### config.mk
export PLATFORM = sky130hd
export DESIGN_NAME = modbus_rtu_request_framer_unit
export DESIGN_NICKNAME = d
export VERILOG_FILES = /design/src/sv/mrf_pkg.sv /design/src/sv/mrf_front.sv /design/src/sv/mrf_req_queue.sv /design/src/sv/mrf_back.sv /design/src/sv/modbus_rtu_request_framer_unit.sv
export VERILOG_INCLUDE_DIRS = /design/src /design/src/sv
export SDC_FILE = /design/constraint.sdc
export NUM_CORES = 1
export LEC_CHECK = 0
export BUFFER_PORTS_ARGS = -buffer_cell sky130_fd_sc_hd__buf_2
export CORE_MARGIN = 2
export CORE_UTILIZATION = 36
export CTS_CLUSTER_DIAMETER = 50
export DETAILED_ROUTE_END_ITERATION = 8
export PLACE_DENSITY = 0.65
export SYNTH_ARGS = -nofsm -noshare
export SYNTH_HDL_FRONTEND = slang
export SYNTH_HIERARCHICAL = 1
export SYNTH_SLANG_ARGS = --single-unit
### constraint.sdc
create_clock -name clk_i -period 4.6 [get_ports clk_i]
set_input_delay 0.92 -clock clk_i [delete_from_list [all_inputs] [get_ports clk_i]]
set_output_delay 0.92 -clock clk_i [all_outputs]
set_load 0.03 [all_outputs]
### src/sv/modbus_rtu_request_framer_unit_assert.svh
// ----------------------------------------------------------------------------
// Assertion macros for the Modbus RTU request framer
// Shared helpers for the concurrent checks in the framer modules.
// ----------------------------------------------------------------------------
`ifndef MODBUS_RTU_REQUEST_FRAMER_UNIT_ASSERT_SVH
`define MODBUS_RTU_REQUEST_FRAMER_UNIT_ASSERT_SVH

// Checks that a property holds in every cycle outside reset.
`define MRF_ASSERT(lbl, prop, msg) \
  lbl: assert property (@(posedge clk_i) disable iff (!rst_ni) (prop)) else $error(msg);

// Checks that a condition in one cycle implies another in the next cycle.
`define MRF_ASSERT_NEXT(lbl, ante, cons, msg) \
  lbl: assert property (@(posedge clk_i) disable iff (!rst_ni) (ante) |=> (cons)) \
    else $error(msg);

`endif

### src/sv/mrf_pkg.sv
// ----------------------------------------------------------------------------
// Modbus RTU request framer package
// Types, codes and the CRC-16 byte update shared by the framer modules.
// ----------------------------------------------------------------------------
package mrf_pkg;

  typedef enum logic [2:0] {
    OP_READ_COILS     = 3'd0,
    OP_READ_DISCRETE  = 3'd1,
    OP_READ_HOLDING   = 3'd2,
    OP_READ_INPUT     = 3'd3,
    OP_WRITE_COIL     = 3'd4,
    OP_WRITE_REGISTER = 3'd5,
    OP_UNKNOWN        = 3'd6
  } op_e;

  localparam logic [7:0] FC_READ_COILS     = 8'h01;
  localparam logic [7:0] FC_READ_DISCRETE  = 8'h02;
  localparam logic [7:0] FC_READ_HOLDING   = 8'h03;
  localparam logic [7:0] FC_READ_INPUT     = 8'h04;
  localparam logic [7:0] FC_WRITE_COIL     = 8'h05;
  localparam logic [7:0] FC_WRITE_REGISTER = 8'h06;
  localparam logic [7:0] FC_UNKNOWN        = 8'hFF;

  localparam logic [15:0] CRC_POLY = 16'hA001;
  localparam logic [15:0] CRC_INIT = 16'hFFFF;
  localparam logic [15:0] COIL_ON  = 16'hFF00;

  // Byte positions within the eight-byte frame.
  localparam logic [2:0] POS_SLAVE   = 3'd0;
  localparam logic [2:0] POS_CODE    = 3'd1;
  localparam logic [2:0] POS_ADDR_HI = 3'd2;
  localparam logic [2:0] POS_ADDR_LO = 3'd3;
  localparam logic [2:0] POS_WORD_HI = 3'd4;
  localparam logic [2:0] POS_WORD_LO = 3'd5;
  localparam logic [2:0] POS_CRC_LO  = 3'd6;
  localparam logic [2:0] POS_CRC_HI  = 3'd7;

  localparam int unsigned QUEUE_DEPTH = 2;

  typedef struct packed {
    logic [7:0]  slave;
    logic [7:0]  code;
    logic [15:0] address;
    logic [15:0] word;
  } req_t;

  // One byte of the reflected Modbus CRC-16, bit by bit.
  function automatic logic [15:0] crc_byte(input logic [15:0] crc, input logic [7:0] b);
    logic [15:0] c;
    c = crc ^ {8'h00, b};
    for (int i = 0; i < 8; i++) begin
      if (c[0]) begin
        c = (c >> 1) ^ CRC_POLY;
      end else begin
        c = c >> 1;
      end
    end
    return c;
  endfunction

endpackage

### src/sv/mrf_front.sv
// ----------------------------------------------------------------------------
// Modbus RTU framer front end
// Accepts requests, maps the operation to a function code and data word.
// ----------------------------------------------------------------------------
module mrf_front import mrf_pkg::*; (
  input  logic        clk_i,
  input  logic        rst_ni,
  input  logic        in_valid_i,
  output logic        in_stall_o,
  input  logic [2:0]  operation_i,
  input  logic [7:0]  slave_id_i,
  input  logic [15:0] start_address_i,
  input  logic [15:0] quantity_or_value_i,
  input  logic        queue_full_i,
  output logic        push_o,
  output req_t        entry_o
);

  logic [7:0]  code;
  logic [15:0] word;

  always_comb begin
    word = quantity_or_value_i;
    case (op_e'(operation_i))
      OP_READ_COILS:     code = FC_READ_COILS;
      OP_READ_DISCRETE:  code = FC_READ_DISCRETE;
      OP_READ_HOLDING:   code = FC_READ_HOLDING;
      OP_READ_INPUT:     code = FC_READ_INPUT;
      OP_WRITE_COIL: begin
        code = FC_WRITE_COIL;
        word = (quantity_or_value_i != 16'h0000) ? COIL_ON : 16'h0000;
      end
      OP_WRITE_REGISTER: code = FC_WRITE_REGISTER;
      default:           code = FC_UNKNOWN;
    endcase
  end

  assign in_stall_o = queue_full_i;
  assign push_o     = in_valid_i && !queue_full_i;
  assign entry_o    = '{slave: slave_id_i, code: code, address: start_address_i, word: word};

  // The clock and reset only serve the checks below.
  `include "modbus_rtu_request_framer_unit_assert.svh"

  `MRF_ASSERT(a_push_not_full, !(push_o && queue_full_i), "push into a full queue")
  `MRF_ASSERT(a_stall_tracks_full, in_stall_o == queue_full_i, "stall differs from full")
  `MRF_ASSERT(a_coil_word, !(push_o && entry_o.code == FC_WRITE_COIL) || entry_o.word == COIL_ON || entry_o.word == 16'h0000, "coil word not normalized")

endmodule

### src/sv/mrf_req_queue.sv
// ----------------------------------------------------------------------------
// Modbus RTU framer request queue
// Short FIFO that decouples the front end from the byte serializer.
// ----------------------------------------------------------------------------
module mrf_req_queue import mrf_pkg::*; (
  input  logic clk_i,
  input  logic rst_ni,
  input  logic push_i,
  input  req_t entry_i,
  output logic full_o,
  input  logic pop_i,
  output logic valid_o,
  output req_t entry_o
);

  localparam int unsigned PtrW = (QUEUE_DEPTH > 1) ? $clog2(QUEUE_DEPTH) : 1;
  localparam int unsigned CntW = $clog2(QUEUE_DEPTH + 1);
  localparam logic [PtrW-1:0] LastPtr = PtrW'(QUEUE_DEPTH - 1);
  localparam logic [CntW-1:0] Depth   = CntW'(QUEUE_DEPTH);

  req_t            mem_q [QUEUE_DEPTH];
  logic [PtrW-1:0] wr_ptr_q, wr_ptr_d;
  logic [PtrW-1:0] rd_ptr_q, rd_ptr_d;
  logic [CntW-1:0] count_q, count_d;

  always_comb begin
    wr_ptr_d = wr_ptr_q;
    rd_ptr_d = rd_ptr_q;
    count_d  = count_q;
    if (push_i) begin
      wr_ptr_d = (wr_ptr_q == LastPtr) ? '0 : wr_ptr_q + 1'b1;
    end
    if (pop_i) begin
      rd_ptr_d = (rd_ptr_q == LastPtr) ? '0 : rd_ptr_q + 1'b1;
    end
    if (push_i && !pop_i) begin
      count_d = count_q + 1'b1;
    end else if (pop_i && !push_i) begin
      count_d = count_q - 1'b1;
    end
  end

  always_ff @(posedge clk_i or negedge rst_ni) begin
    if (!rst_ni) begin
      wr_ptr_q <= '0;
      rd_ptr_q <= '0;
      count_q  <= '0;
    end else begin
      wr_ptr_q <= wr_ptr_d;
      rd_ptr_q <= rd_ptr_d;
      count_q  <= count_d;
    end
  end

  always_ff @(posedge clk_i) begin
    if (push_i) begin
      mem_q[wr_ptr_q] <= entry_i;
    end
  end

  assign full_o  = (count_q == Depth);
  assign valid_o = (count_q != '0);
  assign entry_o = mem_q[rd_ptr_q];

  `include "modbus_rtu_request_framer_unit_assert.svh"

  `MRF_ASSERT(a_count_range, count_q <= Depth, "queue count out of range")
  `MRF_ASSERT(a_no_underflow, !(pop_i && count_q == '0), "pop from an empty queue")
  `MRF_ASSERT_NEXT(a_push_lands, push_i && !pop_i, count_q != '0, "pushed entry missing")

endmodule

### src/sv/mrf_back.sv
// ----------------------------------------------------------------------------
// Modbus RTU framer back end
// Sends the queued request as eight bytes and folds in the CRC-16 on the way.
// ----------------------------------------------------------------------------
module mrf_back import mrf_pkg::*; (
  input  logic       clk_i,
  input  logic       rst_ni,
  input  logic       head_valid_i,
  input  req_t       head_i,
  output logic       pop_o,
  output logic       out_valid_o,
  input  logic       out_stall_i,
  output logic [7:0] frame_byte_o,
  output logic       last_byte_o
);

  logic [2:0]  pos_q, pos_d;
  logic [15:0] crc_q, crc_d;
  logic        out_valid_q, out_valid_d;
  logic [7:0]  byte_q, byte_d;
  logic        last_q, last_d;
  logic        adv, load;
  logic [7:0]  next_byte;
  logic [15:0] crc_seed;

  assign adv  = !out_valid_q || !out_stall_i;
  assign load = adv && head_valid_i;

  always_comb begin
    case (pos_q)
      POS_SLAVE:   next_byte = head_i.slave;
      POS_CODE:    next_byte = head_i.code;
      POS_ADDR_HI: next_byte = head_i.address[15:8];
      POS_ADDR_LO: next_byte = head_i.address[7:0];
      POS_WORD_HI: next_byte = head_i.word[15:8];
      POS_WORD_LO: next_byte = head_i.word[7:0];
      POS_CRC_LO:  next_byte = crc_q[7:0];
      default:     next_byte = crc_q[15:8];
    endcase
  end

  assign crc_seed = (pos_q == POS_SLAVE) ? CRC_INIT : crc_q;

  always_comb begin
    pos_d       = pos_q;
    crc_d       = crc_q;
    byte_d      = byte_q;
    last_d      = last_q;
    out_valid_d = out_valid_q;
    if (load) begin
      pos_d       = pos_q + 3'd1;
      byte_d      = next_byte;
      last_d      = (pos_q == POS_CRC_HI);
      out_valid_d = 1'b1;
      if (pos_q != POS_CRC_LO && pos_q != POS_CRC_HI) begin
        crc_d = crc_byte(crc_seed, next_byte);
      end
    end else if (adv) begin
      out_valid_d = 1'b0;
    end
  end

  always_ff @(posedge clk_i or negedge rst_ni) begin
    if (!rst_ni) begin
      pos_q       <= POS_SLAVE;
      crc_q       <= CRC_INIT;
      out_valid_q <= 1'b0;
      last_q      <= 1'b0;
    end else begin
      pos_q       <= pos_d;
      crc_q       <= crc_d;
      out_valid_q <= out_valid_d;
      last_q      <= last_d;
    end
  end

  always_ff @(posedge clk_i) begin
    byte_q <= byte_d;
  end

  assign pop_o        = load && (pos_q == POS_CRC_HI);
  assign out_valid_o  = out_valid_q;
  assign frame_byte_o = byte_q;
  assign last_byte_o  = last_q;

  `include "modbus_rtu_request_framer_unit_assert.svh"

  `MRF_ASSERT(a_mid_frame_head, pos_q == POS_SLAVE || head_valid_i, "frame lost its request")
  `MRF_ASSERT(a_last_at_frame_end, !(out_valid_q && last_q) || pos_q == POS_SLAVE, "last byte mid frame")
  `MRF_ASSERT_NEXT(a_crc_hi_marks_last, load && pos_q == POS_CRC_HI, out_valid_q && last_q, "frame end not marked")

endmodule

### src/sv/modbus_rtu_request_framer_unit.sv
// ----------------------------------------------------------------------------
// Modbus RTU request framer
// Turns one request into an eight-byte RTU frame with a trailing CRC-16.
// ----------------------------------------------------------------------------
// Usage: a request (operation, slave id, start address, quantity or value) is
// taken on the input channel when in_valid_i is high and in_stall_o is low.
// Each request produces eight output words on the output channel: slave id,
// function code, address high and low, data word high and low, then the
// CRC-16 low and high bytes. last_byte_o marks the eighth word. A word is
// taken when out_valid_o is high and out_stall_i is low.
// With the serializer idle, a taken request is first written into the queue;
// the first byte of its frame is then loaded into the output register.
// Throughput: one byte per cycle while the receiver does not stall and a
// request is queued, set by the single output register of the byte serializer.
// A two-entry request queue sits between the front end and the serializer,
// so new requests are taken while an earlier frame is still being sent; the
// input stalls only when that queue is full.
// When the receiver stalls, the current byte holds and the serializer waits;
// the queue keeps filling until it is full.
// Reset clears the queue, the byte position and the output valid flag; the
// running CRC returns to its start value.
// ----------------------------------------------------------------------------
module modbus_rtu_request_framer_unit import mrf_pkg::*; (
  input  logic        clk_i,
  input  logic        rst_ni,
  input  logic        in_valid_i,
  output logic        in_stall_o,
  input  logic [2:0]  operation_i,
  input  logic [7:0]  slave_id_i,
  input  logic [15:0] start_address_i,
  input  logic [15:0] quantity_or_value_i,
  output logic        out_valid_o,
  input  logic        out_stall_i,
  output logic [7:0]  frame_byte_o,
  output logic        last_byte_o
);

  // Classified request flowing from the front end into the queue.
  req_t push_entry;
  logic push;
  logic queue_full;

  // Queue head as seen by the serializer.
  req_t head_entry;
  logic head_valid;
  logic pop;

  mrf_front u_front (
    .clk_i              (clk_i),
    .rst_ni             (rst_ni),
    .in_valid_i         (in_valid_i),
    .in_stall_o         (in_stall_o),
    .operation_i        (operation_i),
    .slave_id_i         (slave_id_i),
    .start_address_i    (start_address_i),
    .quantity_or_value_i(quantity_or_value_i),
    .queue_full_i       (queue_full),
    .push_o             (push),
    .entry_o            (push_entry)
  );

  mrf_req_queue u_queue (
    .clk_i  (clk_i),
    .rst_ni (rst_ni),
    .push_i (push),
    .entry_i(push_entry),
    .full_o (queue_full),
    .pop_i  (pop),
    .valid_o(head_valid),
    .entry_o(head_entry)
  );

  // The serializer keeps the request at the queue head until its last byte
  // is loaded, and updates the CRC as each header byte enters the output.
  mrf_back u_back (
    .clk_i       (clk_i),
    .rst_ni      (rst_ni),
    .head_valid_i(head_valid),
    .head_i      (head_entry),
    .pop_o       (pop),
    .out_valid_o (out_valid_o),
    .out_stall_i (out_stall_i),
    .frame_byte_o(frame_byte_o),
    .last_byte_o (last_byte_o)
  );

endmodule
==> metrics.yaml <==
finClkSkew_ps: 4.64
seqCellArea_um2: 3770
cts_setup_buffers: 0
dieWidth_um: 136
ys_seq_elements: 129
whs_path_depth: 1
timing.fmax_mhz: 269
mostFrequentLayoutCell: "edfxtp_1"
numCtsBuffers: 17
setup_viol: 0
cts.repair.resized: 0
drive_gt1_share_pct: 38.8
yosys.area_share.simple_pct: 8.08
place_hpwl_um: 8210
setup_ws_ps: 886
ant_nets: 0
yosys.cell_types.count: 53
synthFlopType: "edfxtp_1"
synth_top_family_by_area: "multiplexers"
syn_nets: 492
post-place-ws_ps: 931
grt_pass1_vias: 3473
hold_violations: 0
status: "completed"
r2r-end: "u_back/crc_q[15]$_DFFE_PN1P_"
synth_top_cell_by_area: "edfxtp_1"
row_count: 48
yosys.area_share.xor_xnor_pct: 6.77
crit_type: "flip-flop to flip-flop"
remaining_drc_errors: 0
max_stage_delay_ps: 820
fin_setup_tns_ps: 0
fin_crit_ps: 3710
min_path_type: "flip-flop to flip-flop"
antenna_cells: 0
maxCapViolCount: 0
worst-slew-pin-transition_ps: 933
finalNetCount: 525
synthesis.area_um2: 6320
port_buffers: 57
synth-async-reset-ratio_pct: 19.4
synth-compound-area-share_pct: 7.01
synthAdderAreaFrac_pct: 1.39
path_cells: "inv_1 > ha_1 > nor4_4 > a31oi_1 > a31oi_1 > xnor3_1 > xnor3_1 > xor3_1 > mux2_2"
r2r_slack_ps: 890
via_per_inst: 4.87
critPathArrivalTime_ps: 4050
overflow: 0
cts_hold_buf: 0
clock_sinks: 129
grt_pass1_wl_um: 18900
synth_top_cell_area_share_pct: 49.4
holdCritStartpoint: "u_queue/count_q[1]$_DFFE_PN0P_"
die_y_um: 136
routabilityCongestion: 0.917
crit_path_end_kind: "flip-flop"
grtUsageTotal_pct: 13.7
htree_levels: 4
finalMaxSlewViolations: 0
antenna_found_initial: 0
yosysSeqAreaShare_pct: 59.7
yosys_warnings: 6
insertion_delay_ps: 410
wirelength_um: 11900
post_drt_wl_per_cell_um: 16.8
crit_path_top_delay_cell: "dfrtp_1"
min_to: "u_queue/count_q[1]$_DFFE_PN0P_"
clkTransAtPathRegs_ps: 60
cts_tree: "done"
drt_iter0_markers: 236
clk_path_buf_depth: 2
finalCritPeriodShare_pct: 80.7
synthTopCellsByArea: "edfxtp_1 (49%), mux2_2 (8.6%), dfstp_2 (6.7%)"
ios: 58
synth_cells: 438
maxSlewHeadroom_pct: 37.8
multi_input_area_um2: 2180
crit_path_start_kind: "flip-flop"
dr_total_vias: 3454
worstPathRequired_ps: 4940
die_area_um2: 18600
fill_cells: 1536
r2r_cells: 9
r2r_start: "u_back/pos_q[2]$_DFFE_PN0P_"
rsz0062_at_grt: "false"
clockRootBuffer: "clkbuf_16"
crit_fanout: 22
start_util_pct: 36.7
area_delta_synth_final_pct: 13.7
grt_max_degree: 39
first_pass_iters: 4
final_cell_mix: "edfxtp_1 (104), buf_2 (57), mux2_2 (48)"
core-area_um2: 17200
synth-edff-count: 104
synth.avg_cell_area_um2: 14.4
synth.mux.area_fraction_pct: 11.1
crit_start: "u_back/pos_q[2]$_DFFE_PN0P_"
==> metal layers <==
layer	track usage, %	wire length (um)
met1	18.0	5540
met2	21.8	5740
met4	5.21	189
met3	3.73	421
met5	0	0
==> synthesized netlist by cell type, drive strengths merged (4+ instances only) <==
master and number:
xor2 11, dfstp 16, inv 6, clkbuf 9, xnor3 6, mux2 58, nand2 20, a221oi 7
o21ai 14, dfrtp 9, buf 41, edfxtp 104, xnor2 17, or4 4, and2b 5, nor2 35
a222oi 4, ha 7, a21oi 15, a22oi 5, nor2b 7
==> flip-flops by register name, summed over array words and instances (netlist names) <==
signal / cells
u_back/out_valid_o: 1
u_queue/mem_q: 96
u_back/crc_q: 16
u_queue/count_q: 2
u_queue/wr_ptr_q: 1
u_back/pos_q: 3
u_queue/rd_ptr_q: 1
u_back/frame_byte_o: 8
u_back/last_byte_o: 1
==> through the flow <==
step           utilization [%]  std cells  hold slack (ps)  area (um^2)
6_report                  41.7        709              483         7180
5_1_grt                   41.7        709              519         7180
4_1_cts                   41.7        709              483         7180
3_5_place_dp              38.2        677              473         6590
3_3_place_gp              38.2        677              462         6590
2_1_floorplan                -        438              447         6320
==> cells by family after synthesis <==
logic type | count (synthesis)
buffers and inverters | 56
AND/OR/NAND/NOR | 89
flip-flops | 129
multiplexers | 59
AO/OA/AOI/OAI | 62
adder cells (fa/ha/maj) | 7
XOR/XNOR | 36
==> critical path, delay by kind of cell (launching register included) <==
family | cells | cell delay [ps]
xor gates and xnor gates | 3 | 890
DFF | 1 | 820
and+or+nand+nor | 1 | 370
muxes | 1 | 270
adders and majority gates | 1 | 430
buffers and inverters | 1 | 240
AOI/OAI and AO/OA | 2 | 610
==> final cells by class <==
type | instances | share of cell area (%)
inverter | 6 | 0.314
clock inverter | 14 | 2.28
sequential | 129 | 52.5
timing repair buffer | 64 | 4.70
clock buffer | 18 | 5.97
tap | 225 | 3.92
multi-input combinational | 253 | 30.3
==> worst max path at each step <==
stage,end,cells past startpoint
after global routing,u_back/crc_q[14]$_DFFE_PN1P_,9
after global placement,u_back/crc_q[15]$_DFFE_PN1P_,9
final,u_back/crc_q[15]$_DFFE_PN1P_,9
after detailed placement,u_back/crc_q[15]$_DFFE_PN1P_,9
after floorplan,u_queue/mem_q[0][0]$_DFFE_PP_,2
after CTS,u_back/crc_q[15]$_DFFE_PN1P_,9
Power is not shown: default switching activity piles up to over one toggle a cycle in this logic, so the estimate is an artifact.
